[src/rtl/tdsm_ram.sv]
// ----------------------------------------------------------------------------
// tdsm_ram
// Generic single write port, single read port RAM with registered read data.
// ----------------------------------------------------------------------------
module tdsm_ram #(
  parameter int WIDTH = 8,
  parameter int DEPTH = 32,
  parameter int AW    = (DEPTH > 1) ? $clog2(DEPTH) : 1
) (
  input  logic             clk,
  input  logic             we,
  input  logic [AW-1:0]    waddr,
  input  logic [WIDTH-1:0] wdata,
  input  logic [AW-1:0]    raddr,
  output logic [WIDTH-1:0] rdata
);

  logic [WIDTH-1:0] mem [DEPTH];

  // Write port and registered read port.
  always_ff @(posedge clk) begin
    if (we) begin
      mem[waddr] <= wdata;
    end
    rdata <= mem[raddr];
  end

endmodule

[config.mk]
export PLATFORM = sky130hd
export DESIGN_NAME = tdsm_ram
export DESIGN_NICKNAME = d
export VERILOG_FILES = /design/src/rtl/tdsm_ram.sv
export SDC_FILE = /design/constraint.sdc
export NUM_CORES = 1
export LEC_CHECK = 0
export CORE_ASPECT_RATIO = 0.5
export CORE_UTILIZATION = 27
export CTS_BUF_LIST = sky130_fd_sc_hd__clkbuf_4
export DETAILED_ROUTE_END_ITERATION = 8
export DONT_BUFFER_PORTS = 1
export MAX_ROUTING_LAYER = met4
export SYNTH_ARGS = -nofsm -noshare
export SYNTH_HDL_FRONTEND = slang
export SYNTH_SLANG_ARGS = --single-unit
[constraint.sdc]
create_clock -name clk -period 5.94 [get_ports clk]
set_input_delay 1.188 -clock clk [delete_from_list [all_inputs] [get_ports clk]]
set_output_delay 1.188 -clock clk [all_outputs]
set_load 0.01 [all_outputs]
# Word-level counts from Yosys, hierarchy flattened
# Memories as Yosys holds them, arrays and structs flattened. A register that Yosys moved wholly into a read port is not among the register bits.
# Cells that the tools add are included.
# totals
reg_bits	0
out_inout_bits	8
wordCells	3
ramBits	256
mem_count	1
in_bits	20
# mem_list
name	depth	width	rd	rd_ports_with_merged_regs	wr	line_no	source
mem	32	8	1	1	1	18	logic [WIDTH-1:0] mem [DEPTH];
# op_classes
n_mux	2
# ops
operator	count
$mux 1	2

# Logic depth before layout (Yosys ltp)
# Gate-level depths: netlist of the first run.
# depth
ltp_word	2
ltp_mapped	5
ltp_nobuf	3

# Worst setup path after synthesis of the first run
# No wires, ideal clock.
# synth_timing
path_kind	input-to-reg
start	input port raddr[2]
end	register rdata[0], read port of mem
n_path_buf	2
t_arrival_ns	2.870
stages	5
required_ns	5.819
setup_time_ns	0.121
setup_slack_ns	2.950
path_cell_list	clkbuf_1 > clkbuf_1 > mux4_2 > mux4_2 > mux2_2
# synth_rtl
item	line_no	source
from (decl)	14	input logic [AW-1:0] raddr,
to (decl)	15	output logic [WIDTH-1:0] rdata

# Worst setup path in the final report of the first run
# layout_timing
start	register rdata[6], read port of mem
end	output port rdata[6]
# No word-level cell between the ends.

==> flow_summary.toml, run 1 <==
[run_status]
status = "finished, final reports clean"

[critical_path]
cp_data_arrival_time_ns = 1.06
rr_worst_depth = 3
rr_endpoint = "rdata[2]"
crit-reg2reg-launch = "mem[13][2]"
worst-endpoint-required_ns = 4.75
worst-setup-path-type = "reg2out"
timing.critical_path.fanout_max = 1
cp.depth = 0
worstSetupEndpointType = "output port"
worst-r2r-setup-slack_ns = 4.09
start_kind = "flip-flop"

[cts]
postCtsResizedCells = 0
tritoncts = "built"
cts.root.buffer_cell = "sky130_fd_sc_hd__clkbuf_4"
htree_num_levels = 3
worst_skew_pair.late_latency_ns = 0.64
cts-hold-fix-buffers = 0
worst_case_clock_buffer_depth = 3
postCtsSetupRepairBufs = 0
cts.reportedPaths.clkPinSlew_ns = 0.08
cts-buffers-inserted = 66
cts.sink_count = 264

[hold_path]
hold_path_class = "in2reg"
min_delay_path_depth = 0
holdPathEnd = "mem[28][6]"
min_from = "wdata[6]"

[logic_synthesis]
post-synth-top-area-cell = "sky130_fd_sc_hd__edfxtp_1"
yosysSeqAreaShare = 0.781
post_synth_instance_area_um2 = 10100
xor_xnor_portion_of_the_synthesized_cell_area = 0
synthSimpleGateAreaFrac = 0.0207
synth_top_cells_by_area = "sky130_fd_sc_hd__edfxtp_1 76%, sky130_fd_sc_hd__mux4_2 18%, sky130_fd_sc_hd__dfxtp_1 1.6%, sky130_fd_sc_hd__nor2_1 1.2%, sky130_fd_sc_hd__mux2_2 0.90%"
synth_top_family_by_area = "multiplexers"
synth.top_cell.area_share = 0.765
synth_cells = 417
ys_types = 15
synthesized_area_fraction_occupied_by_ao_oa_aoi_and_oai_cells = 0
yosys_register_bits = 264
syn-mean-instance-area_um2 = 24.1
synth_adder_area_share = 0
yosys-mux-area-fraction = 0.188
count_of_synthesis_stage_warnings_from_yosys = 0
synth.net_count = 437

[cells_and_area]
final.fill_count = 3472
num-nets-final = 485
syn2layout_area_growth_pct = 13.1
final_common_cell = "sky130_fd_sc_hd__edfxtp_1"
drive_gt1_frac = 0.377
final_cell_mix = "256 x sky130_fd_sc_hd__edfxtp_1, 94 x sky130_fd_sc_hd__clkbuf_4, 80 x sky130_fd_sc_hd__mux4_2"
seq_area_um2 = 7850
multi_input_area_um2 = 2100

[timing]
finalMaxSlewViolations = 0
fin_crit_sh = 0.378
worst_slew_pin_slew_ns = 0.843
hold_slack_ns = 0.645
timing.clock.skew_ns = 0.0345
setup_ws_ns = 3.70
report.final.hold_viol_count = 0
min_period_ns = 2.24
setup_total_negative_slack_ns = 0
timing.final.setup_violations = 0
slew_headroom = 0.436
grt_setup_unrepaired = "no"
max_freq_mhz = 445

[power_and_ir_drop]
cellLeakagePower_uw = 0.00345
ir_drop_uv = 100
power_density_over_the_cells_nw_per_um2 = 323

[floorplanning]
i_o_pin_total = 28
start_util = 0.277
rows = 49
floorplan.die.width_um = 275
floorplan_die_height_um = 138
floorplan.die_area_um2 = 38100
core_area_um2 = 36300

[place]
place.port_buffers = 0
place_congestion = 0.760
preCtsSetupSlack_ns = 3.03
detailedPlacementHpwl_mm = 11.7

[flow_run]
maxCapViolations = 0

[global_route]
antenna_violations_before_repair = 1
grt_first_pass_wirelength_mm = 30.1
number_of_global_route_vias_before_repair = 4711
grt_start_max_net_pins = 65
grt.total_usage = 0.111
overflow = 0

[drt]
drt_first_pass_iters = 5
vias = 4409
antenna_left = 0
residual_drc_count = 0
finalWirelength_mm = 19.5
avgViaCountPerCell = 4.45
first_iter_violations = 382
drt-wirelength-per-cell_um = 19.7
-- Yosys cell counts --
master / count
sky130_fd_sc_hd__buf_6: 1
sky130_fd_sc_hd__mux2_2: 8
sky130_fd_sc_hd__mux4_2: 80
sky130_fd_sc_hd__or3b_2: 3
sky130_fd_sc_hd__nand2_1: 1
sky130_fd_sc_hd__buf_2: 1
sky130_fd_sc_hd__buf_4: 6
sky130_fd_sc_hd__nand3_1: 2
sky130_fd_sc_hd__dfxtp_1: 8
sky130_fd_sc_hd__clkbuf_1: 6
sky130_fd_sc_hd__nor2_1: 33
sky130_fd_sc_hd__edfxtp_1: 256
sky130_fd_sc_hd__nand3b_1: 5
sky130_fd_sc_hd__buf_1: 6
sky130_fd_sc_hd__or3_1: 1
-- per-layer routing --
| metal | global-route usage | vias up | share of wire |
|---|---|---|---|
| met5 | - | - | 0 |
| met1 | 0.144 | 2306 | 0.43 |
| li1 | - | 1920 | - |
| met2 | 0.169 | 150 | 0.49 |
| met3 | 0.0304 | 33 | 0.063 |
| met4 | 0.0352 | 0 | 0.017 |
-- where the power goes --
part	internal, uW	switching, uW
registers	2070	12.5
clock network	811	669
logic	71.1	41.0
total	2950	722
-- cells by family after synthesis --
family	Yosys count
flops	264
mux	88
simple gates	45
buf+inv	20
-- worst max-delay path by stage --
stage | startpoint | end | slack, ns
4_1_cts | rdata[6] | rdata[6] | 3.64
6_report | rdata[6] | rdata[6] | 3.70
2_1_floorplan | raddr[2] | rdata[0] | 2.95
5_1_grt | rdata[6] | rdata[6] | 3.63
3_3_place_gp | waddr[1] | mem[4][2] | 3.06
3_5_place_dp | waddr[1] | mem[4][1] | 3.03
-- sequential cells by signal, summed over array words and instances, names as in the netlist --
name and cells:
mem 256, rdata 8
-- metrics by stage --
stage	area (um^2)	total power [uW]	util	std cells
after global routing	11400	3810	0.313	991
final	11400	3680	0.313	991
after CTS	11400	3720	0.313	990
after detailed placement	10600	2240	0.291	881
after floorplan	10100	2230	-	417
after global placement	10600	2240	0.291	881
-- layout make-up --
class | instances | share of cell area
well taps | 484 | 0.0532
clock inverters | 15 | 0.00990
multi-input cells | 133 | 0.185
flip-flops and latches | 264 | 0.690
diodes | 1 | 0.000220
clock buffers | 94 | 0.0620
(Power assumes the default switching activity.)
==> run 2: changes to the inputs <==
Settings changed: ABC_AREA set to 1.
Clock period 5.94 ns to 2 ns, I/O delays scaled along.
==> run 2 against run 1 <==
- worst hold slack got worse by 0.61 ns
- count of clock-buffer cells in the layout grew 7
- clock power rose to 2.9 times the previous value
- non-clock buffer count up 54
- routed wire length up 30%
- clock skew increased by 0.0067 ns
- critical path type is now reg2reg
- largest cell class unchanged
==> flow_summary.toml, run 2 <==
[critical_path]
worstSetupEndpointType = "flip-flop"
worst-r2r-setup-slack_ns = 0.37
timing.critical_path.mode_cell = "sky130_fd_sc_hd__nand2_1"
max_stage_delay_ns = 0.55
worst-setup-path-type = "reg2reg"
crit_slowest_cell = "sky130_fd_sc_hd__dlygate4sd3_1"
timing.critical_path.fanout_max = 1
worst-endpoint-required_ns = 2.55
rr_endpoint = "rdata[6]"
critical_path.endpoint = "rdata[6]"
start_kind = "flip-flop"
rr_worst_depth = 9
cp_data_arrival_time_ns = 2.18
cp_cell_sequence = "nand2_1 > nand3_1 > nand3_1 > nand2_1 > nand2_1 > nand2_1 > nand2_1 > dlygate4sd3_1 > nand2_1"
crit-reg2reg-launch = "mem[20][6]"
worstSetupStartpoint = "mem[20][6]"

[flow_run]
maxCapViolations = 0

[timing]
report.final.hold_viol_count = 0
setup_total_negative_slack_ns = 0
fin_crit_sh = 0.817
setup_ws_ns = 0.365
timing.clock.skew_ns = 0.0411
max_freq_mhz = 612
grt_setup_unrepaired = "no"
min_period_ns = 1.63
finalMaxSlewViolations = 0
timing.final.setup_violations = 0
slew_headroom = 0.681
worst_slew_pin_slew_ns = 0.477

[logic_synthesis]
post_synth_instance_area_um2 = 10800
yosysMostFrequentCell = "sky130_fd_sc_hd__nand2_1"
ys_types = 12
yosys_most_used_dff = "sky130_fd_sc_hd__edfxtp_1"
ys_top_cells_by_count = "360 x sky130_fd_sc_hd__nand2_1, 256 x sky130_fd_sc_hd__edfxtp_1, 204 x sky130_fd_sc_hd__nand3_1"
synth_edf_count = 256
syn-mean-instance-area_um2 = 11.7
fraction_of_registers_with_async_set_or_reset_after_synthesis = 0
synth.net_count = 942
post-synth-top-area-cell = "sky130_fd_sc_hd__edfxtp_1"
yosysSeqAreaShare = 0.728
synth.top_cell.area_share = 0.713
synth_cells = 922
synth_top_cells_by_area = "sky130_fd_sc_hd__edfxtp_1 71%, sky130_fd_sc_hd__nand2_1 13%, sky130_fd_sc_hd__nand3_1 9.5%, sky130_fd_sc_hd__buf_6 2.5%, sky130_fd_sc_hd__dfxtp_1 1.5%"
count_of_synthesis_stage_warnings_from_yosys = 0
yosys_register_bits = 264

[place]
preCtsSetupSlack_ns = 0.268
placed_cells_incl_taps = 1443
dpl_cell_area_um2 = 11400
place.port_buffers = 0
detailedPlacementHpwl_mm = 14.6
place_congestion = 0.919

[floorplanning]
floorplan_die_height_um = 143
floorplan.die_area_um2 = 40800
core_area_um2 = 39100
rows = 51
start_util = 0.276
i_o_pin_total = 28
floorplan.die.width_um = 285

[drt]
antenna_left = 0
drt_first_pass_iters = 8
vias = 6986
avgViaCountPerCell = 4.45
finalWirelength_mm = 25.3
residual_drc_count = 0
drt-wirelength-per-cell_um = 16.1
first_iter_violations = 688

[cts]
cts-buffers-inserted = 67
tritoncts = "built"
cts.sink_count = 264
cts.reportedPaths.clkPinSlew_ns = 0.07
worst_skew_pair.late_latency_ns = 0.65
htree_num_levels = 3
worst_case_clock_buffer_depth = 3
postCtsResizedCells = 0
cts.root.buffer_cell = "sky130_fd_sc_hd__clkbuf_4"

[hold_path]
min_from = "raddr[3]"
hold_path_class = "in2reg"

[global_route]
grt.total_usage = 0.129
grt_start_max_net_pins = 130
number_of_global_route_vias_before_repair = 7010
antenna_violations_before_repair = 1
grt_first_pass_wirelength_mm = 39.3
overflow = 0

[cells_and_area]
post-route-cell-area_um2 = 12400
final_common_cell = "sky130_fd_sc_hd__nand2_1"
num-nets-final = 1013
register_bank_with_the_most_flops = "mem"
drive_gt1_frac = 0.151
final_cell_mix = "360 x sky130_fd_sc_hd__nand2_1, 256 x sky130_fd_sc_hd__edfxtp_1, 204 x sky130_fd_sc_hd__nand3_1"
layout.cells.non_filler = 1570
syn2layout_area_growth_pct = 15.1
largest_register_ffs = 256
largestRegisters = "mem (256), rdata (8)"

[power_and_ir_drop]
cellLeakagePower_uw = 0.00459
power_density_over_the_cells_nw_per_um2 = 895
p_total_uw = 11100
ir_drop_uv = 304

[run_status]
status = "finished, final reports clean"
run 2: cell count changes in the layout (fill, tap and decap cells not counted), moves of 5 or more:
cell	change
sky130_fd_sc_hd__buf_4	+39
sky130_fd_sc_hd__nand2_1	+359
sky130_fd_sc_hd__clkbuf_4	+7
sky130_fd_sc_hd__mux2_2	-8
sky130_fd_sc_hd__mux4_2	-80
sky130_fd_sc_hd__nand3b_1	-5
sky130_fd_sc_hd__nand3_1	+202
sky130_fd_sc_hd__buf_12	+12
sky130_fd_sc_hd__inv_1	+8
run 2: stage by stage:
step / hold WS (ns) / util
after floorplan: 0.499 / -
after global placement: 0.501 / 0.292
after detailed placement: 0.500 / 0.292
after CTS: 0.00122 / 0.317
after global routing: 0.0109 / 0.318
final: 0.0342 / 0.318
run 2: cells by family (layout without fill, tap and decap cells):
family | Yosys count | count (layout) | share of synthesized area
buffers and inverters | 62 | 179 | 0.0414
DFF | 264 | 264 | 0.728
other | 0 | 1 | 0
and+or+nand+nor | 596 | 596 | 0.231
run 2: metal layers:
| layer | vias up | part of all wire | GRT usage |
|---|---|---|---|
| met5 | - | 0 | - |
| met4 | 0 | 0.030 | 0.0591 |
| met3 | 43 | 0.055 | 0.0249 |
| met2 | 213 | 0.48 | 0.209 |
| met1 | 3340 | 0.43 | 0.157 |
| li1 | 3390 | - | - |
run 2: layout make-up:
cell class | count | area [um^2]
Antenna cell | 1 | 2.50
Clock buffer | 101 | 758
Clock inverter | 14 | 53.8
Fill cell | 3911 | 26700
Inverter | 10 | 38.8
Multi-Input combinational cell | 596 | 2490
Sequential cell | 264 | 7850
Tap cell | 530 | 663
Timing Repair Buffer | 54 | 563
run 2: critical path, delay by kind of cell (launching register included):
kind / cells / cell delay (ns)
buffers and inverters: 1 / 0.55
and+or+nand+nor: 8 / 0.61
DFF: 1 / 0.38
run 2: worst min-delay path by stage:
stage,endpoint,slack (ns),cells after the start
2_1_floorplan,mem[0][0],0.50,0
3_3_place_gp,mem[23][6],0.50,0
3_5_place_dp,mem[23][6],0.50,0
4_1_cts,rdata[1],0.001,4
5_1_grt,rdata[1],0.01,4
6_report,rdata[1],0.03,4
run 2: what timing repair did:
action	in CTS	in global routing
setup buffers	0	0
hold buffers	11	0
endpoints found under the hold margin	264	0
run 2: report_power, final:
part	total, uW	leakage [uW]	switching, uW	internal, uW
combinational	626	0.00173	418	207
sequential	6190	0.00237	44.0	6140
clock	4300	0.000494	2000	2300
total	11100	0.00459	2470	8650
==> run 3: changes to the inputs <==
Clock period 2 ns to 1.45 ns, I/O delays scaled along.
==> run 3 against run 2 <==
- cell count rose by 1.0%
- sequential share of layout area down 1.1 points
- count of clock-buffer cells in the layout is 1 higher
- via count rose by 2.8%
- global-route usage increased by 0.62 points
- largest cell class unchanged
==> flow_summary.toml, run 3 (synthesized netlist as in run 2, its figures left out) <==
[cts]
cts.sink_count = 264
postCtsResizedCells = 0
cts.reportedPaths.clkPinSlew_ns = 0.06
worst_case_clock_buffer_depth = 3
htree_num_levels = 3
worst_skew_pair.late_latency_ns = 0.66
cts-buffers-inserted = 69
tritoncts = "built"
cts.root.buffer_cell = "sky130_fd_sc_hd__clkbuf_4"

[floorplanning]
floorplan.die.width_um = 285
rows = 51
i_o_pin_total = 28
floorplan_die_height_um = 143
core_area_um2 = 39100
start_util = 0.276
floorplan.die_area_um2 = 40800

[global_route]
global_route.usage.met3 = 0.0230
grt_start_max_net_pins = 130
met1_usage = 0.165
overflow = 0
grt_first_pass_wirelength_mm = 40.9
gr-max-usage-layer = "met2"
number_of_global_route_vias_before_repair = 7050
antenna_violations_before_repair = 1
grtUsageMet2 = 0.222
grt.total_usage = 0.135

[timing]
slew_headroom = 0.607
report.final.hold_viol_count = 0
setup_total_negative_slack_ns = 0
timing.clock.skew_ns = 0.0234
finalMaxSlewViolations = 0
min_period_ns = 1.39
grt_setup_unrepaired = "no"
fin_crit_sh = 0.955
max_freq_mhz = 722
timing.final.setup_violations = 0
worst_slew_pin_slew_ns = 0.587

[drt]
vias = 7184
finalWirelength_mm = 26.5
drt-wirelength-per-cell_um = 16.7
residual_drc_count = 0
drt_first_pass_iters = 5
antenna_left = 0
first_iter_violations = 669
avgViaCountPerCell = 4.53

[critical_path]
worst-setup-path-type = "reg2out"
start_kind = "flip-flop"
cp_data_arrival_time_ns = 1.10
worst-endpoint-required_ns = 1.16
timing.critical_path.fanout_max = 1
worstSetupEndpointType = "output port"

[power_and_ir_drop]
p_total_uw = 16100
logic_pwr_share = 0.057
switching_power_uw = 3570
pwr-share-clk = 0.413
power_density_over_the_cells_nw_per_um2 = 1270
cellInternalPower_uw = 12500
power_frac_seq = 0.530
ir_drop_uv = 444
netSwitchingFraction = 0.222
cellLeakagePower_uw = 0.00470

[cells_and_area]
num-nets-final = 1028
layout.cells.non_filler = 1586
largestRegisters = "mem (256), rdata (8)"
post-route-cell-area_um2 = 12600
register_bank_with_the_most_flops = "mem"
largest_register_ffs = 256
final_common_cell = "sky130_fd_sc_hd__nand2_1"
syn2layout_area_growth_pct = 17.1
final_cell_mix = "360 x sky130_fd_sc_hd__nand2_1, 256 x sky130_fd_sc_hd__edfxtp_1, 204 x sky130_fd_sc_hd__nand3_1"
drive_gt1_frac = 0.157

[place]
dpl_cell_area_um2 = 11500
place_congestion = 0.795
placed_cells_incl_taps = 1448
place.port_buffers = 0
detailedPlacementHpwl_mm = 14.6

[hold_path]
hold_path_class = "in2reg"

[run_status]
status = "finished, final reports clean"

[flow_run]
maxCapViolations = 0
==> run 3: path summary, 6_finish.rpt <==
check	start	endpoint	slack [ns]	depth (start not counted)
max	rdata[3]	rdata[3]	0.06	0
min	raddr[2]	rdata[7]	0.05	6
max reg2reg	mem[11][0]	rdata[0]	0.26	8
min reg2reg	mem[22][4]	rdata[4]	0.77	8
==> run 3: routing by layer <==
metal / wire length [um] / up-vias
met5: 0 / -
met1: 11300 / 3487
met3: 1440 / 54
met2: 13000 / 225
li1: - / 3418
met4: 754 / 0
==> run 3: area by class of cell <==
| cell class | count | area [um^2] |
|---|---|---|
| multi-input combinational | 596 | 2490 |
| inverter | 10 | 38.8 |
| clock buffer | 102 | 766 |
| tap | 530 | 663 |
| clock inverter | 16 | 140 |
| antenna | 1 | 2.50 |
| timing repair buffer | 67 | 681 |
| sequential | 264 | 7850 |
| fill | 3939 | 26500 |
==> run 3: worst register-to-register path, delay by kind of cell, from the launching register on <==
family | cells | cell delay [ns]
DFF | 1 | 0.36
and+or+nand+nor | 8 | 0.72
==> run 3: through the flow <==
stage	worst slack (ns)	util	hold WS (ns)
after detailed placement	-0.0470	0.293	0.390
after floorplan	0.126	-	0.389
final	0.0647	0.323	0.0513
after global placement	-0.0243	0.293	0.391
after CTS	0.00833	0.323	0.0109
after global routing	0.0265	0.323	0.0643
==> run 3: what timing repair did <==
item,4_1_cts,5_1_grt
buffers inserted,0,0
hold endpoints to repair,264,0
hold buffers,19,0
==> run 3: power groups by stage <==
stage	registers, uW	logic (uW)	clock network [uW]
after detailed placement	8700	687	0
after CTS	8530	921	6800
final	8530	913	6640
after floorplan	8680	611	0
after global placement	8700	681	0
after global routing	8540	1010	7180
